## config.mk

```make
export PLATFORM = sky130hd
export DESIGN_NAME = sqtr_ctrl
export DESIGN_NICKNAME = d
export VERILOG_FILES = /design/src/hdl/sqtr_pkg.sv /design/src/hdl/sqtr_ctrl.sv
export SDC_FILE = /design/constraint.sdc
export NUM_CORES = 1
export LEC_CHECK = 0
export BUFFER_PORTS_ARGS = -buffer_cell sky130_fd_sc_hd__buf_4
export CAP_MARGIN = 20
export CORE_UTILIZATION = 55
export DETAILED_ROUTE_END_ITERATION = 6
export PLACE_DENSITY = 0.79
export SLEW_MARGIN = 20
export SYNTH_ARGS = -nofsm -noshare
export SYNTH_HDL_FRONTEND = slang
export SYNTH_SLANG_ARGS = --single-unit
```

## constraint.sdc

```tcl
create_clock -name clk -period 3.27 [get_ports clk]
set_input_delay 0.1635 -clock clk [delete_from_list [all_inputs] [get_ports clk]]
set_output_delay 0.1635 -clock clk [all_outputs]
set_load 0.05 [all_outputs]
```

## src/hdl/sqtr_pkg.sv

```systemverilog
package sqtr_pkg;

  // Grid geometry. The store holds MAX_SIDE rows of MAX_SIDE cells.
  localparam int MAX_SIDE = 64;
  localparam int DEPTH    = MAX_SIDE * MAX_SIDE;
  localparam int ADDR_W   = $clog2(DEPTH);
  localparam int ROW_W    = $clog2(MAX_SIDE);

  // Field widths fixed by the interface.
  localparam int CELL_W   = 13;
  localparam int SIDE_W   = 7;
  localparam int RAD_W    = 5;
  localparam int OP_W     = 2;

  // Width for bounds arithmetic on rows, columns and side.
  localparam int CMP_W    = ((ROW_W + 1 > SIDE_W) ? ROW_W + 1 : SIDE_W) + 1;

  localparam logic [SIDE_W-1:0] GRID_SIDE_RESET = SIDE_W'(64);

  // Operation codes.
  localparam logic [OP_W-1:0] OP_FILL   = 2'd0;
  localparam logic [OP_W-1:0] OP_ROTATE = 2'd1;
  localparam logic [OP_W-1:0] OP_READ   = 2'd2;

  // Status codes.
  localparam logic STATUS_DONE    = 1'b0;
  localparam logic STATUS_IGNORED = 1'b1;

  // Port requests from the sequencer to the grid and scratch memories.
  typedef struct packed {
    logic              grid_we;
    logic [ADDR_W-1:0] grid_waddr;
    logic [CELL_W-1:0] grid_wdata;
    logic [ADDR_W-1:0] grid_raddr;
    logic              scr_we;
    logic [ADDR_W-1:0] scr_waddr;
    logic [CELL_W-1:0] scr_wdata;
    logic [ADDR_W-1:0] scr_raddr;
  } mem_req_t;

  // Linear store address of a 0-based row and column.
  function automatic logic [ADDR_W-1:0] cell_addr(input logic [ROW_W-1:0] row,
                                                  input logic [ROW_W-1:0] col);
    logic [ADDR_W-1:0] base;
    base = ADDR_W'(row) * ADDR_W'(MAX_SIDE);
    return base + ADDR_W'(col);
  endfunction

endpackage

```

## src/hdl/sqtr_ctrl.sv

```systemverilog
module sqtr_ctrl (
  input  logic                         clk,
  input  logic                         rst,
  input  logic                         start,
  output logic                         busy,
  input  logic [sqtr_pkg::OP_W-1:0]    opcode,
  input  logic [sqtr_pkg::SIDE_W-1:0]  center_row,
  input  logic [sqtr_pkg::SIDE_W-1:0]  center_col,
  input  logic [sqtr_pkg::RAD_W-1:0]   radius,
  input  logic                         direction,
  input  logic [sqtr_pkg::CMP_W-1:0]   side,
  input  logic [sqtr_pkg::CELL_W-1:0]  grid_q,
  input  logic [sqtr_pkg::CELL_W-1:0]  scr_q,
  output sqtr_pkg::mem_req_t           mem_req,
  output logic                         done,
  output logic [sqtr_pkg::CELL_W-1:0]  cell_value,
  output logic                         status
);
  import sqtr_pkg::*;

  localparam logic [2:0] ST_CLEAR = 3'd0;
  localparam logic [2:0] ST_IDLE  = 3'd1;
  localparam logic [2:0] ST_FILL  = 3'd2;
  localparam logic [2:0] ST_ROT1  = 3'd3;
  localparam logic [2:0] ST_GAP   = 3'd4;
  localparam logic [2:0] ST_ROT2  = 3'd5;
  localparam logic [2:0] ST_FLUSH = 3'd6;
  localparam logic [2:0] ST_READ  = 3'd7;

  logic [2:0]        state;
  logic [ROW_W-1:0]  i;
  logic [ROW_W-1:0]  j;
  logic [ROW_W-1:0]  lim;
  logic [ROW_W-1:0]  tr;
  logic [ROW_W-1:0]  tc;
  logic              dir;
  logic [CELL_W-1:0] fill_val;
  logic [ADDR_W-1:0] clr_addr;
  logic              pend_valid;
  logic [ADDR_W-1:0] pend_addr;

  logic [CMP_W-1:0]  row_x;
  logic [CMP_W-1:0]  col_x;
  logic [CMP_W-1:0]  rad_x;
  logic [CMP_W-1:0]  row_m1;
  logic [CMP_W-1:0]  col_m1;
  logic [CMP_W-1:0]  top_row;
  logic [CMP_W-1:0]  top_col;
  logic [CMP_W-1:0]  side_m1;
  logic              rot_ok;
  logic              rd_ok;
  logic              last_cell;
  logic              last_row;
  logic [ADDR_W-1:0] src_addr;
  logic [ADDR_W-1:0] dst_addr;

  // Bounds checks on the request at the input ports.
  assign row_x   = CMP_W'(center_row);
  assign col_x   = CMP_W'(center_col);
  assign rad_x   = CMP_W'(radius);
  assign row_m1  = row_x - CMP_W'(1);
  assign col_m1  = col_x - CMP_W'(1);
  assign top_row = row_m1 - rad_x;
  assign top_col = col_m1 - rad_x;
  assign side_m1 = side - CMP_W'(1);
  assign rot_ok  = (row_x >= rad_x + CMP_W'(1)) && (row_x + rad_x <= side) &&
                   (col_x >= rad_x + CMP_W'(1)) && (col_x + rad_x <= side);
  assign rd_ok   = (row_x != '0) && (row_x <= side) &&
                   (col_x != '0) && (col_x <= side);

  // Walk position within the square or the grid.
  assign last_row  = (j == lim);
  assign last_cell = (i == lim) && last_row;

  // Source cell at (tr+i, tc+j); its image after a quarter turn.
  always_comb begin
    src_addr = cell_addr(tr + i, tc + j);
    if (dir) begin
      dst_addr = cell_addr(tr + (lim - j), tc + i);
    end else begin
      dst_addr = cell_addr(tr + j, tc + (lim - i));
    end
  end

  assign busy = (state != ST_IDLE);

  // Memory port requests for the current state.
  always_comb begin
    mem_req            = '0;
    mem_req.scr_wdata  = grid_q;
    mem_req.scr_waddr  = pend_addr;
    mem_req.scr_raddr  = src_addr;
    mem_req.grid_raddr = src_addr;
    unique case (state)
      ST_CLEAR: begin
        mem_req.grid_we    = 1'b1;
        mem_req.grid_waddr = clr_addr;
      end
      ST_IDLE: begin
        mem_req.grid_raddr = cell_addr(row_m1[ROW_W-1:0], col_m1[ROW_W-1:0]);
      end
      ST_FILL: begin
        mem_req.grid_we    = 1'b1;
        mem_req.grid_waddr = cell_addr(i, j);
        mem_req.grid_wdata = fill_val;
      end
      ST_ROT1, ST_GAP: begin
        mem_req.scr_we = pend_valid;
      end
      ST_ROT2, ST_FLUSH: begin
        mem_req.grid_we    = pend_valid;
        mem_req.grid_waddr = pend_addr;
        mem_req.grid_wdata = scr_q;
      end
      default: begin
      end
    endcase
  end

  // Sequencer: clearing pass, fill walk, two rotate passes, cell read.
  always_ff @(posedge clk) begin
    if (rst) begin
      state      <= ST_CLEAR;
      clr_addr   <= '0;
      pend_valid <= 1'b0;
      done       <= 1'b0;
    end else begin
      done       <= 1'b0;
      pend_valid <= (state == ST_ROT1) || (state == ST_ROT2);
      if (state == ST_ROT1) begin
        pend_addr <= dst_addr;
      end else begin
        pend_addr <= src_addr;
      end
      if ((state == ST_FILL) || (state == ST_ROT1) || (state == ST_ROT2)) begin
        if (last_row) begin
          j <= '0;
          i <= i + ROW_W'(1);
        end else begin
          j <= j + ROW_W'(1);
        end
      end
      unique case (state)
        ST_CLEAR: begin
          clr_addr <= clr_addr + ADDR_W'(1);
          if (clr_addr == ADDR_W'(DEPTH - 1)) begin
            state <= ST_IDLE;
          end
        end
        ST_IDLE: begin
          if (start) begin
            i          <= '0;
            j          <= '0;
            cell_value <= '0;
            status     <= STATUS_IGNORED;
            unique case (opcode)
              OP_FILL: begin
                status   <= STATUS_DONE;
                lim      <= side_m1[ROW_W-1:0];
                fill_val <= CELL_W'(1);
                if (side == '0) begin
                  done <= 1'b1;
                end else begin
                  state <= ST_FILL;
                end
              end
              OP_ROTATE: begin
                lim <= ROW_W'({radius, 1'b0});
                tr  <= top_row[ROW_W-1:0];
                tc  <= top_col[ROW_W-1:0];
                dir <= direction;
                if (rot_ok) begin
                  state <= ST_ROT1;
                end else begin
                  done <= 1'b1;
                end
              end
              OP_READ: begin
                if (rd_ok) begin
                  state <= ST_READ;
                end else begin
                  done <= 1'b1;
                end
              end
              default: begin
                done <= 1'b1;
              end
            endcase
          end
        end
        ST_FILL: begin
          fill_val <= fill_val + CELL_W'(1);
          if (last_cell) begin
            done  <= 1'b1;
            state <= ST_IDLE;
          end
        end
        ST_ROT1: begin
          if (last_cell) begin
            state <= ST_GAP;
          end
        end
        ST_GAP: begin
          i     <= '0;
          j     <= '0;
          state <= ST_ROT2;
        end
        ST_ROT2: begin
          if (last_cell) begin
            state <= ST_FLUSH;
          end
        end
        ST_FLUSH: begin
          status <= STATUS_DONE;
          done   <= 1'b1;
          state  <= ST_IDLE;
        end
        ST_READ: begin
          cell_value <= grid_q;
          status     <= STATUS_DONE;
          done       <= 1'b1;
          state      <= ST_IDLE;
        end
        default: begin
          state <= ST_IDLE;
        end
      endcase
    end
  end

endmodule

```

==> summary.txt <==
Placed design
  • Placed cell count: 1,228
  • DPL Wire Length: 17,400 microns
  • Place WS: -0.0968 ns
  • PortBufs: 150
  • Final RePlAce weighted congestion: 0.921

Power and ir drop
  • Total net switching power: 1040 uW
  • Cell internal pwr: 2200 uW
  • Cell area power density: 327 nW/um^2
  • Gate power share: 0.294
  • Clock power share: 0.319
  • Leakage power: 0.00451 uW
  • Switching Share: 0.322
  • Peak supply drop: 0.254 mV
  • Proportion of power drawn by flip-flops and latches: 0.387

Setup path
  • CP arrival: 2.95 ns
  • Worst setup EP type: register
  • Critical path required time: 3.28 ns
  • Critical path peak fanout: 3
  • WS Path Type: register to register
  • Reg2Reg Depth: 11
  • Critical path startpoint category: register

Timing
  • Slew HR: 0.498
  • Final slew viol count: 0
  • Fin. Hold Viols: 0
  • Setup_tns: 0 ns
  • Period Utilization, post-route: 0.899
  • Peak Freq: 340 MHz
  • PnR worst setup slack: 0.330 ns
  • Final setup vio count: 0
  • Worst-Margin Slew: 0.747 ns
  • Worst Skew: 0.00988 ns
  • Minimum clock period: 2.94 ns
  • RSZ-0062 raised after global routing: no

Clocking
  • Clk_lat worst skew: 0.35 ns
  • Clock root buffer: clkbuf_16
  • CTS Buf Count: 9
  • Clk slew on worst S/H paths: 0.06 ns
  • CTS max path bufs: 2
  • CTS tree: built
  • Clk sinks: 87
  • H-tree levels: 3
  • Total setup buffers inserted after CTS: 0

Outcome
  • Status: finished clean

Synthesis
  • Synth Flop Type: edfxtp_1
  • Post-Syn Nets: 1,098
  • Mapped Avg Cell Area: 9.04 sq um
  • Post-synth EDFFs: 70
  • Mapped Area: 8210 sq um
  • Post-synthesis register bit count: 87
  • FFs w/ async S/R, synth: 0
  • Syn. warnings: 0
  • Seq/Total Area, Yosys: 0.297
  • Yosys cell types: 57
  • Mapped Cells: 908

Floorplanning
  • DIE AREA: 15,400 sq um
  • I/O pins: 151
  • Initial Util: 0.565
  • Core region area: 14,500 sq um
  • Site Rows: 44
  • Die W: 124 microns
  • Die H: 124 microns

Global route
  • Vias in the first global route: 6,737
  • Total congestion overflow: 0
  • Antenna violations before repair: 0
  • First-pass GRT wire length: 33,600 microns
  • Largest net degree at the start of global routing: 31
  • All-Layer GR Usage: 0.290

Route
  • Via count: 7,121
  • Antenna viol nets, final: 0
  • Drt via density: 5.72
  • First drt pass iteration count: 5
  • Drt first-iter violations: 563
  • Residual DRC: 0
  • Drt wl/cell: 17.4 microns
  • Routed Wire Length: 21,700 microns

Finish
  • Layout cells sized above 1: 0.192
  • Final Util: 0.682
  • Ant. Diodes: 0
  • Final nets: 1,247
  • Layout Cells excl Fill: 1,246
  • Area grow syn2layout: 20.6%

Job
  • Max_cap viols: 0

Hold path
  • Worst Hold Depth: 2
  • Hold crit path type: input port to register
-- layout make-up --
class	count	area, sq um
multi-input cells	677	5190
fillers	1185	4630
flip-flops and latches	87	2440
repair buffers	177	1350
inverters	105	394
well taps	184	230
clock buffers	10	229
clock inverters	6	67.6
-- synthesized netlist by cell type, drive strengths merged, types with 2 or more instances --
library cell | n | area share
nor3b | 3 | 0.0027
dfxtp | 17 | 0.041
nand2 | 76 | 0.035
a2111oi | 2 | 0.0021
nand4 | 18 | 0.014
a21boi | 2 | 0.0018
a211oi | 3 | 0.0027
and3 | 5 | 0.0038
nor3 | 12 | 0.0079
o21bai | 10 | 0.0091
xor2 | 39 | 0.043
edfxtp | 70 | 0.26
a22oi | 11 | 0.010
o22ai | 12 | 0.0091
o22a | 2 | 0.0021
clkbuf | 18 | 0.0082
buf | 21 | 0.017
o41ai | 2 | 0.0030
a22o | 11 | 0.012
mux2i | 11 | 0.013
a21oi | 67 | 0.041
and4 | 2 | 0.0021
o2111ai | 2 | 0.0021
xnor2 | 59 | 0.063
or3 | 6 | 0.0052
and2 | 15 | 0.011
nor2b | 6 | 0.0046
inv | 104 | 0.048
fa | 18 | 0.044
nor2 | 63 | 0.029
o211ai | 6 | 0.0055
nand2b | 2 | 0.0015
o21ai | 42 | 0.026
nand3 | 17 | 0.010
a21o | 29 | 0.027
ha | 113 | 0.17
-- kinds of logic (layout without fill, tap and decap cells) --
kind of cell | after synthesis | in the layout | synth area share
fa+ha+maj | 131 | 131 | 0.216
xor+xnor | 98 | 98 | 0.105
mux | 12 | 12 | 0.0148
flops | 87 | 87 | 0.297
compound gates | 208 | 208 | 0.162
buf+inv | 144 | 298 | 0.0731
simple gates | 228 | 228 | 0.132
-- state kept, by name (all words and copies together), names as in the netlist, 3 cells and up --
register	flops
cell_value	13
fill_val	13
clr_addr	12
pend_addr	12
i	6
j	6
lim	6
tc	6
tr	6
state	3
-- power groups by stage --
stage	clock, uW	sequential, uW	combinational (uW)
after floorplan	0	1310	600
after global placement	0	1280	905
after detailed placement	0	1280	928
after CTS	1040	1260	936
after global routing	1080	1260	1040
final	1030	1260	953
-- path summary, 6_finish.rpt --
kind | start | end | slack (ns)
setup / recovery | tr[1]$_DFFE_PP_ | pend_addr[11]$_DFFE_PN_ | 0.33
hold / removal | grid_q[5] | cell_value[5]$_SDFFCE_PN0P_ | 0.1
hold reg to reg | clr_addr[5]$_SDFFE_PP0N_ | clr_addr[5]$_SDFFE_PP0N_ | 0.54
setup reg to reg | tr[1]$_DFFE_PP_ | pend_addr[11]$_DFFE_PN_ | 0.33
-- cell usage in the layout, fill, tap and decap left out, types with 2 or more instances in the layout --
master	n
edfxtp_1	70
and4_1	2
xnor2_1	59
nor3_1	10
a21o_1	29
a22oi_1	11
fa_1	18
nor3b_1	2
o21bai_1	10
a22o_1	11
nor2_1	61
nand3_1	17
o2111ai_1	2
a21boi_0	2
a2111oi_0	2
inv_6	2
xor2_1	38
o22ai_1	12
and2_1	15
o211ai_1	6
clkbuf_16	9
mux2i_1	11
nor2b_1	6
ha_1	113
or3_1	5
and3_1	5
buf_4	175
clkinvlp_4	2
o21ai_0	41
o22a_1	2
a211oi_1	3
nor2_2	2
nor3_2	2
nand2b_1	2
a21oi_1	67
inv_1	104
nand4_1	18
dfxtp_1	17
nand2_1	76
-- critical path, stage by stage, from the launching register on --
cell and delay [ns]:
edfxtp_1 0.42, inv_1 0.14, fa_1 0.55, inv_1 0.06, ha_1 0.29, a21o_1 0.19, a21oi_1 0.25, o21bai_1 0.09
a21oi_1 0.18, xnor2_1 0.10, nand4_1 0.08, o311ai_0 0.24
-- metal layers --
metal | GRT usage | vias to the layer above | wire length (microns)
li1 | - | 3458 | -
met2 | 0.482 | 266 | 10500
met1 | 0.380 | 3351 | 9380
met5 | 0 | - | 0
met3 | 0.0403 | 46 | 1220
met4 | 0.116 | 0 | 607
-- stage by stage --
step           area [sq um]  hold slack, ns  power (uW)
6_report               9910          0.0990        3240
5_1_grt                9910          0.0939        3380
4_1_cts                9870          0.0915        3230
3_5_place_dp           9560           0.344        2210
3_3_place_gp           9560           0.343        2180
2_1_floorplan          8210           0.262        1910
-- repair_timing --
| item | in CTS | in global routing |
|---|---|---|
| gates resized for setup | 0 | 2 |
| hold buffers | 1 | 0 |
| hold endpoints to repair | 1 | 0 |
| setup endpoints to repair | 0 | 5 |
Power figures use the tool's default switching activity.
