## src/hdl/sqtr_ram.sv

```systemverilog
module sqtr_ram #(
  parameter int WIDTH = 8,
  parameter int DEPTH = 16
) (
  input  logic                     clk,
  input  logic                     we,
  input  logic [$clog2(DEPTH)-1:0] waddr,
  input  logic [WIDTH-1:0]         wdata,
  input  logic [$clog2(DEPTH)-1:0] raddr,
  output logic [WIDTH-1:0]         rdata
);

  logic [WIDTH-1:0] mem [DEPTH];

  // One write port and one read port with registered read data.
  always_ff @(posedge clk) begin
    if (we) begin
      mem[waddr] <= wdata;
    end
    rdata <= mem[raddr];
  end

endmodule

```

## config.mk

```make
export PLATFORM = sky130hd
export DESIGN_NAME = sqtr_ram
export DESIGN_NICKNAME = d
export VERILOG_FILES = /design/src/hdl/sqtr_ram.sv
export SDC_FILE = /design/constraint.sdc
export NUM_CORES = 1
export LEC_CHECK = 0
export BUFFER_PORTS_ARGS = -buffer_cell sky130_fd_sc_hd__buf_2
export CORE_MARGIN = 8
export CORE_UTILIZATION = 30
export CTS_CLUSTER_SIZE = 10
export DETAILED_ROUTE_END_ITERATION = 10
export PLACE_DENSITY_LB_ADDON = 0.3
export REMOVE_ABC_BUFFERS = 1
export SLEW_MARGIN = 20
export SYNTH_ARGS = -nofsm -noshare
export SYNTH_HDL_FRONTEND = slang
export SYNTH_SLANG_ARGS = --single-unit
```

## constraint.sdc

```tcl
create_clock -name clk -period 2.15 [get_ports clk]
set_clock_uncertainty 0.15 [all_clocks]
set_input_delay 0.3225 -clock clk [delete_from_list [all_inputs] [get_ports clk]]
set_output_delay 0.3225 -clock clk [all_outputs]
set_load 0.01 [all_outputs]
```

==> flow_summary.ini, run 1 <==
[yosys]
synth_top_family_by_area = multiplexers
synth_compound_area_share_pct = 2.333
synth_mux_area_share_pct = 15.02
synth-xor-area-share_pct = 0
ys_types = 19
ys_top_cells_by_area = edfxtp_1, mux4_2, mux4_1, dfxtp_1, a22oi_1
synth_area_sq_um = 5147
avgSynthCellArea_sq_um = 22.48
synth_fa_ha_area_share_pct = 0
synthCells = 229
ys_ff_latch = 136
seq_area_frac_synth_pct = 77.78
yosys.area.top_type = edfxtp_1
synth-simple-area-share_pct = 3.184
yosysWarnings = 0
synth_top_area_share_pct = 74.67

[worst_setup_path]
crit_type = input pin to flip-flop
crit_required_ns = 2.29
slowest_delay_ns = 0.59
crit_chain = buf_2 -> buf_12 -> mux4_1 -> a22oi_1 -> nand2_1
cp_slowest_cell = mux4_1
crit_path_start_kind = input pin
cp.arrival_ns = 1.69
endpoint_kind = flip-flop
crit_path_max_fanout = 21

[cells_and_area]
postLayoutCoreUtil_pct = 37.34
stdcell_count = 531
diodes = 0
mostFrequentLayoutCell = edfxtp_1
drive_above_1_share_pct = 34.64
syn_to_final_growth_pct = 23.72
final_nets = 311
final_cell_mix = edfxtp_1, buf_4, buf_2

[timing]
rsz0062_at_grt = false
slew-limit-headroom_pct = 70.82
worst_slew_pin_slew_ns = 0.4377
finalCritPeriodShare_pct = 71.86
max_freq_mhz = 647.2
setup_violations = 0
fin_crit_ns = 1.545
final.setup.tns_ns = 0
maxSlewViolCount = 0
setup_slack_ns = 0.6049
hold_viol = 0
hold_ws_ns = 0.1471

[placement]
dp.cells = 499
dp_slack_ns = 0.1968
globalplace.congestion = 0.7166
dpl.hpwl_microns = 6792
io_buffers = 25

[drt]
vias = 2452
final_antenna_net_count = 0
firstDrtPassIters = 4
routed_wl_microns = 10170
routed_via_density = 4.618
avgRoutedWirePerCell_microns = 19.15
drc = 0
drt_iter0_drc = 164

[power]
peakVddDrop_v = 0.0004975
pwr-share-seq_pct = 46.7
power.density_nw_per_um2 = 1002
p_leak_nw = 2.169
p_switching_mw = 1.232
intPower_mw = 5.151
switching_share_pct = 19.31
pwr-share-clk_pct = 48.8
power_frac_comb_pct = 4.5

[clock_tree]
cts_tree = done
insertion_delay_ns = 0.41
ctsHoldBuffers = 0
h-tree-depth = 4
cts_setup_buffers = 0
cts_buffers = 17
clkSinkCount = 136
cts_resized = 0
cts.clk_slew.worst_paths_ns = 0.06
root_buffer = clkbuf_16
cts_buffer_depth = 2

[global_routing]
grt_overflow = 0
antenna_found_initial = 2
grt_pass1_wl_microns = 15670
first_global_vias = 2607
grtUsageTotal_pct = 10.02
grt_max_degree = 33

[die]
io_pins = 26
die_h_microns = 147.0
start_util_pct = 30.18
placementRows = 48
core-area_sq_um = 17060
fp.dieArea_sq_um = 21610
die_w_microns = 147.0

[run]
cap_viol_max_count = 0

[run_status]
run_status = finished clean

[min_path]
hold_path.class = input pin to flip-flop
[layer usage]
layer	vias up	share of wire (%)	GRT usage, %
met5	-	0.18	0
met2	63	49	15.41
li1	1105	-	-
met3	12	6.4	4.153
met1	1268	44	12.27
met4	4	0.96	4.131
[area by class of cell]
| class | count | area, sq um |
|---|---|---|
| tap | 225 | 281.5 |
| sequential | 136 | 4004 |
| multi-input combinational | 83 | 1057 |
| fill | 1600 | 10690 |
| clock inverter | 15 | 225.2 |
| timing repair buffer | 55 | 375.4 |
| clock buffer | 17 | 425.4 |
[flip-flops by register name (all words and copies together), names as in the netlist]
signal / flops
mem: 128
rdata: 8
[power by group through the flow]
| stage | logic [mW] | clock network, mW | registers (mW) |
|---|---|---|---|
| 3_3_place_gp | 0.287 | 0 | 3.03 |
| 2_1_floorplan | 0.119 | 0 | 3.04 |
| 6_report | 0.285 | 3.12 | 2.98 |
| 3_5_place_dp | 0.293 | 0 | 3.04 |
| 5_1_grt | 0.313 | 3.30 | 2.98 |
| 4_1_cts | 0.293 | 3.19 | 2.98 |
[kinds of logic (layout without fill, tap and decap cells)]
family	count (synthesis)	count (layout)
compound gates	16	16
buf+inv	10	87
mux	32	32
flops	136	136
simple gates	35	35
[worst paths after layout]
path / depth (start not counted) / endpoint / startpoint / slack [ns]
worst max-delay path: 5 / rdata[0]$_DFF_P_ / raddr[0] / 0.60
worst max register to register: 3 / rdata[0]$_DFF_P_ / mem[0][0]$_DFFE_PP_ / 0.62
worst min register to register: 3 / rdata[2]$_DFF_P_ / mem[14][2]$_DFFE_PP_ / 0.52
worst min-delay path: 1 / mem[0][5]$_DFFE_PP_ / wdata[5] / 0.15
[metrics by stage]
stage / total power [mW] / cell area (sq um)
6_report: 6.383 / 6369
3_3_place_gp: 3.321 / 5718
5_1_grt: 6.599 / 6369
3_5_place_dp: 3.328 / 5718
4_1_cts: 6.460 / 6369
2_1_floorplan: 3.159 / 5061
[worst max-delay path: cells and delay by family]
kind | cells | cell delay [ns]
and+or+nand+nor | 1 | 0.09
buffers and inverters | 2 | 0.37
muxes | 1 | 0.59
AOI/OAI and AO/OA | 1 | 0.29
[synth_stat cells, drive strengths merged]
master / number
nor2: 13
clkdlybuf4s25: 3
nand3: 1
nand2: 9
or3b: 1
buf: 7
nor2b: 1
edfxtp: 128
mux4: 32
nand3b: 2
and2: 1
and2b: 1
nor3: 4
a22oi: 16
dfxtp: 8
nand2b: 2
Note: power is estimated with default switching activity, not from simulation.
==> run 2: changes to the inputs <==
clock period = 1.5 ns   (was 2.15 ns; I/O delays follow)
==> run 2 against run 1 <==
  * Utilization up 0.64 points
  * Global-route usage is 0.48 points higher
  * Sequential power rose by 43%
  * Critical path depth fell by 2
  * Combinational power is 56% higher
  * Flip-flop and latch count did not move
  * Via count increased by 1.2%
  * Non-clock buffer count is 5 higher
  * Final area is 1.7% higher
  * Critical path type is now flip-flop to flip-flop
==> flow_summary.ini, run 2 (same netlist as run 1, synthesis figures left out) <==
[placement]
dpl.hpwl_microns = 7096
dp_slack_ns = -0.3282
io_buffers = 25
globalplace.congestion = 0.7304
dp.cells = 504

[clock_tree]
cts_tree = done
ctsHoldBuffers = 0
cts_buffer_depth = 2
h-tree-depth = 4
insertion_delay_ns = 0.41
cts_buffers = 17
root_buffer = clkbuf_16
cts.clk_slew.worst_paths_ns = 0.06
clkSinkCount = 136

[die]
die_h_microns = 147.0
fp.dieArea_sq_um = 21610
core-area_sq_um = 17060
placementRows = 48
io_pins = 26
start_util_pct = 30.18
die_w_microns = 147.0

[global_routing]
grt_max_degree = 24
antenna_found_initial = 1
grt_pass1_wl_microns = 16420
first_global_vias = 2682
grtUsageTotal_pct = 10.50
grt_overflow = 0

[cells_and_area]
mostFrequentLayoutCell = edfxtp_1
diodes = 0
largest_registers = mem x128, rdata x8
drive_above_1_share_pct = 38.26
syn_to_final_growth_pct = 25.84
final_nets = 316
largest_reg_flops = 128
regMostFlops = mem
stdcell_count = 536
final_cell_mix = edfxtp_1, buf_4, buf_2

[worst_setup_path]
slowest_delay_ns = 0.52
cp.arrival_ns = 1.60
crit_path_max_fanout = 1
endpoint_kind = flip-flop
crit_path_start_kind = flip-flop
path_buf_inv = 0
crit_family = multiplexers
crit_required_ns = 1.65
crit_type = flip-flop to flip-flop
cp_slowest_cell = mux4_1
crit_chain = mux4_1 -> a22oi_2 -> nand2_1

[timing]
maxSlewViolCount = 0
slew-limit-headroom_pct = 35.11
fin_crit_ns = 1.452
worst_slew_pin_slew_ns = 0.9698
hold_viol = 0
rsz0062_at_grt = false
setup_violations = 0
max_freq_mhz = 688.6
setup_slack_ns = 0.04775
finalCritPeriodShare_pct = 96.82

[run]
cap_viol_max_count = 0

[drt]
vias = 2482
final_antenna_net_count = 0
m1WireLength_microns = 4833
avgRoutedWirePerCell_microns = 20.15
firstDrtPassIters = 4
drt_iter0_drc = 189
routed_wl_microns = 10800
wl_met3_microns = 579
met2_length_microns = 5211
routed_via_density = 4.631
highest_layer = met5
drc = 0

[power]
p_leak_nw = 2.207
peakVddDrop_v = 0.0007248
power.density_nw_per_um2 = 1465

[run_status]
run_status = finished clean

[min_path]
hold_path.class = input pin to flip-flop
-- run 2: area by class of cell --
cell class / instances / area (sq um)
Clock inverter: 14 / 252.7
Clock buffer: 18 / 429.2
Timing Repair Buffer: 60 / 437.9
Multi-Input combinational cell: 83 / 1072
Sequential cell: 136 / 4004
Fill cell: 1558 / 10580
Tap cell: 225 / 281.5
-- run 2: path summary, 6_finish.rpt --
kind	startpoint	end	slack, ns	cells past startpoint
worst max-delay path	mem[1][5]$_DFFE_PP_	rdata[5]$_DFF_P_	0.05	3
worst min register to register	mem[12][2]$_DFFE_PP_	rdata[2]$_DFF_P_	0.52	3
worst min-delay path	wdata[6]	mem[7][6]$_DFFE_PP_	0.05	1
worst max register to register	mem[1][5]$_DFFE_PP_	rdata[5]$_DFF_P_	0.05	3
-- run 2: power breakdown --
part           internal, mW  switching, mW  leakage, nW  total (mW)
Combinational         0.202          0.242        0.656       0.445
Sequential             4.25         0.0229         1.22        4.27
Clock                  3.27           1.50        0.327        4.77
Total                  7.72           1.77         2.21        9.49
-- run 2: timing repair --
action | CTS | global route
resized for setup | 3 | 7
endpoints found under the setup margin | 3 | 6
buffers inserted | 0 | 0
pin swaps | 1 | 3
-- run 2: per-stage QoR --
stage / utilization, % / power (mW) / setup TNS (ns) / hold slack [ns] / area (sq um)
after detailed placement: 33.89 / 4.790 / -10.86 / 0.4707 / 5781
final: 37.98 / 9.491 / 0 / 0.04516 / 6477
after CTS: 37.98 / 9.566 / 0 / 0.03028 / 6477
after floorplan: - / 4.528 / -7.072 / 0.1739 / 5061
after global routing: 37.98 / 9.764 / 0 / 0.05143 / 6477
after global placement: 33.89 / 4.782 / -9.220 / 0.4663 / 5781
-- run 2: routing by layer --
metal,vias up,global-route usage [%]
met1,1296,13.35
met2,55,15.97
met4,2,4.691
met5,-,0
li1,1111,-
met3,18,3.630
==> run 3: changes to the inputs <==
CORE_ASPECT_RATIO = 1.75   (was not set)
==> run 3 against run 2 <==
  * Sequential share of layout area increased by 1.6 points
  * Flip-flop and latch count is the same
  * Critical path depth is the same
  * Global-route usage about the same
  * Critical endpoint is now rdata[2]$_DFF_P_
  * Via count fell by 1.4%
  * First-iteration DRC count is 9.0% higher
  * Setup slack got worse by 0.010 ns
  * Utilization fell by 0.52 points
  * Die area grew 0.76%
  * Final area decreased by 2.5%
==> flow_summary.ini, run 3 (same netlist as run 1, synthesis figures left out) <==
[worst_setup_path]
cp.arrival_ns = 1.61
crit_type = flip-flop to flip-flop
crit_required_ns = 1.65
r2r_setup_slack_ns = 0.04
crit_start = mem[1][2]$_DFFE_PP_
crit_path_start_kind = flip-flop
r2r_end = rdata[2]$_DFF_P_
reg2regPathDepth = 3
endpoint_kind = flip-flop
timing.rr.start = mem[1][2]$_DFFE_PP_
crit_path_max_fanout = 1

[drt]
routed_wl_microns = 10700
routed_via_density = 4.576
drt_iter0_drc = 206
avgRoutedWirePerCell_microns = 20.00
firstDrtPassIters = 5
drc = 0
vias = 2448
final_antenna_net_count = 0

[timing]
max_freq_mhz = 683.7
worst_slew_pin_slew_ns = 0.8852
hold_ws_ns = 0.05387
hold_viol = 0
setup_violations = 0
finalCritPeriodShare_pct = 97.51
slew-limit-headroom_pct = 40.77
fin_crit_ns = 1.463
setup_slack_ns = 0.03741
maxSlewViolCount = 0

[clock_tree]
root_buffer = clkbuf_16
cts_tree = done
cts_buffers = 17
insertion_delay_ns = 0.40
ctsHoldBuffers = 0
cts_buffer_depth = 2
cts.clk_slew.worst_paths_ns = 0.06
clkSinkCount = 136
h-tree-depth = 4

[global_routing]
grt_pass1_wl_microns = 16260
grtUsageTotal_pct = 10.52
grt_max_degree = 17
first_global_vias = 2681
antenna_found_initial = 0
grt_overflow = 0

[min_path]
holdCritStartpoint = wdata[1]
hold_path.class = input pin to flip-flop
holdPathEnd = mem[2][1]$_DFFE_PP_
min_path_cells = 1

[cells_and_area]
diodes = 0
mostFrequentLayoutCell = edfxtp_1
multi_input_area_sq_um = 1074
final_nets = 313
drive_above_1_share_pct = 36.04
regMostFlops = mem
fillers = 1557
seqCellArea_sq_um = 4004
largest_reg_flops = 128
final_cell_mix = edfxtp_1, buf_4, buf_2
stdcell_area_sq_um = 6319
stdcell_count = 535
syn_to_final_growth_pct = 22.75
largest_registers = mem x128, rdata x8

[run_status]
run_status = finished clean

[die]
start_util_pct = 30.51
io_pins = 26
core-area_sq_um = 16870
die_h_microns = 189.3
die_w_microns = 115.0
placementRows = 63
fp.dieArea_sq_um = 21770

[placement]
dp.cells = 503
globalplace.congestion = 0.6885
io_buffers = 25
dpl.hpwl_microns = 7650
dp_slack_ns = -0.2891
placed_cell_area_sq_um = 5748

[run]
cap_viol_max_count = 0

[power]
power.density_nw_per_um2 = 1350
p_switching_mw = 1.804
pwr-share-seq_pct = 50.1
peakVddDrop_v = 0.0005973
p_leak_nw = 2.128
pwr-share-clk_pct = 44.8
intPower_mw = 6.725
switching_share_pct = 21.15
power_frac_comb_pct = 5.1
-- run 3: timing repair --
action / 4_1_cts / 5_1_grt
setup buffers: 0 / 0
resized for setup: 0 / 5
endpoints found under the setup margin: 0 / 4
-- run 3: power groups by stage --
stage	logic (mW)	clock network [mW]	registers, mW
after global routing	0.469	4.06	4.28
after floorplan	0.170	0	4.36
after detailed placement	0.434	0	4.36
final	0.431	3.82	4.28
after global placement	0.424	0	4.36
after CTS	0.434	3.92	4.28
-- run 3: critical path, cell delays in order, from the launching register on --
cell and delay, ns:
edfxtp_1 0.39, mux4_1 0.54, a22oi_2 0.20, nand2_1 0.06
-- run 3: how the worst max path moves through the flow --
stage,endpoint,cells after the start,slack (ns)
global placement,rdata[2]$_DFF_P_,5,-0.28
detailed placement,rdata[4]$_DFF_P_,5,-0.29
finish,rdata[2]$_DFF_P_,3,0.04
floorplan,mem[0][0]$_DFFE_PP_,2,-0.37
CTS,rdata[4]$_DFF_P_,3,0.02
global route,rdata[2]$_DFF_P_,3,-0.006
-- run 3: area by class of cell --
cell class	count	share of cell area (%)
clock buffer	18	6.792
clock inverter	14	1.980
tap	227	4.495
multi-input combinational	83	16.99
timing repair buffer	57	6.376
sequential	136	63.37
-- run 3: routing by layer --
metal / vias up / wire length (microns) / global-route usage [%]
li1: 1100 / - / -
met3: 20 / 437 / 2.871
met2: 73 / 5970 / 18.62
met1: 1255 / 3944 / 10.82
met5: - / 0 / 0
met4: 0 / 349 / 5.897
-- run 3: per-stage QoR --
| step | TNS (ns) | power [mW] | util (%) |
|---|---|---|---|
| 2_1_floorplan | -7.072 | 4.528 | - |
| 3_3_place_gp | -7.436 | 4.782 | 34.08 |
| 3_5_place_dp | -7.940 | 4.794 | 34.08 |
| 4_1_cts | 0 | 8.631 | 37.36 |
| 5_1_grt | -0.006273 | 8.811 | 37.46 |
| 6_report | 0 | 8.530 | 37.46 |
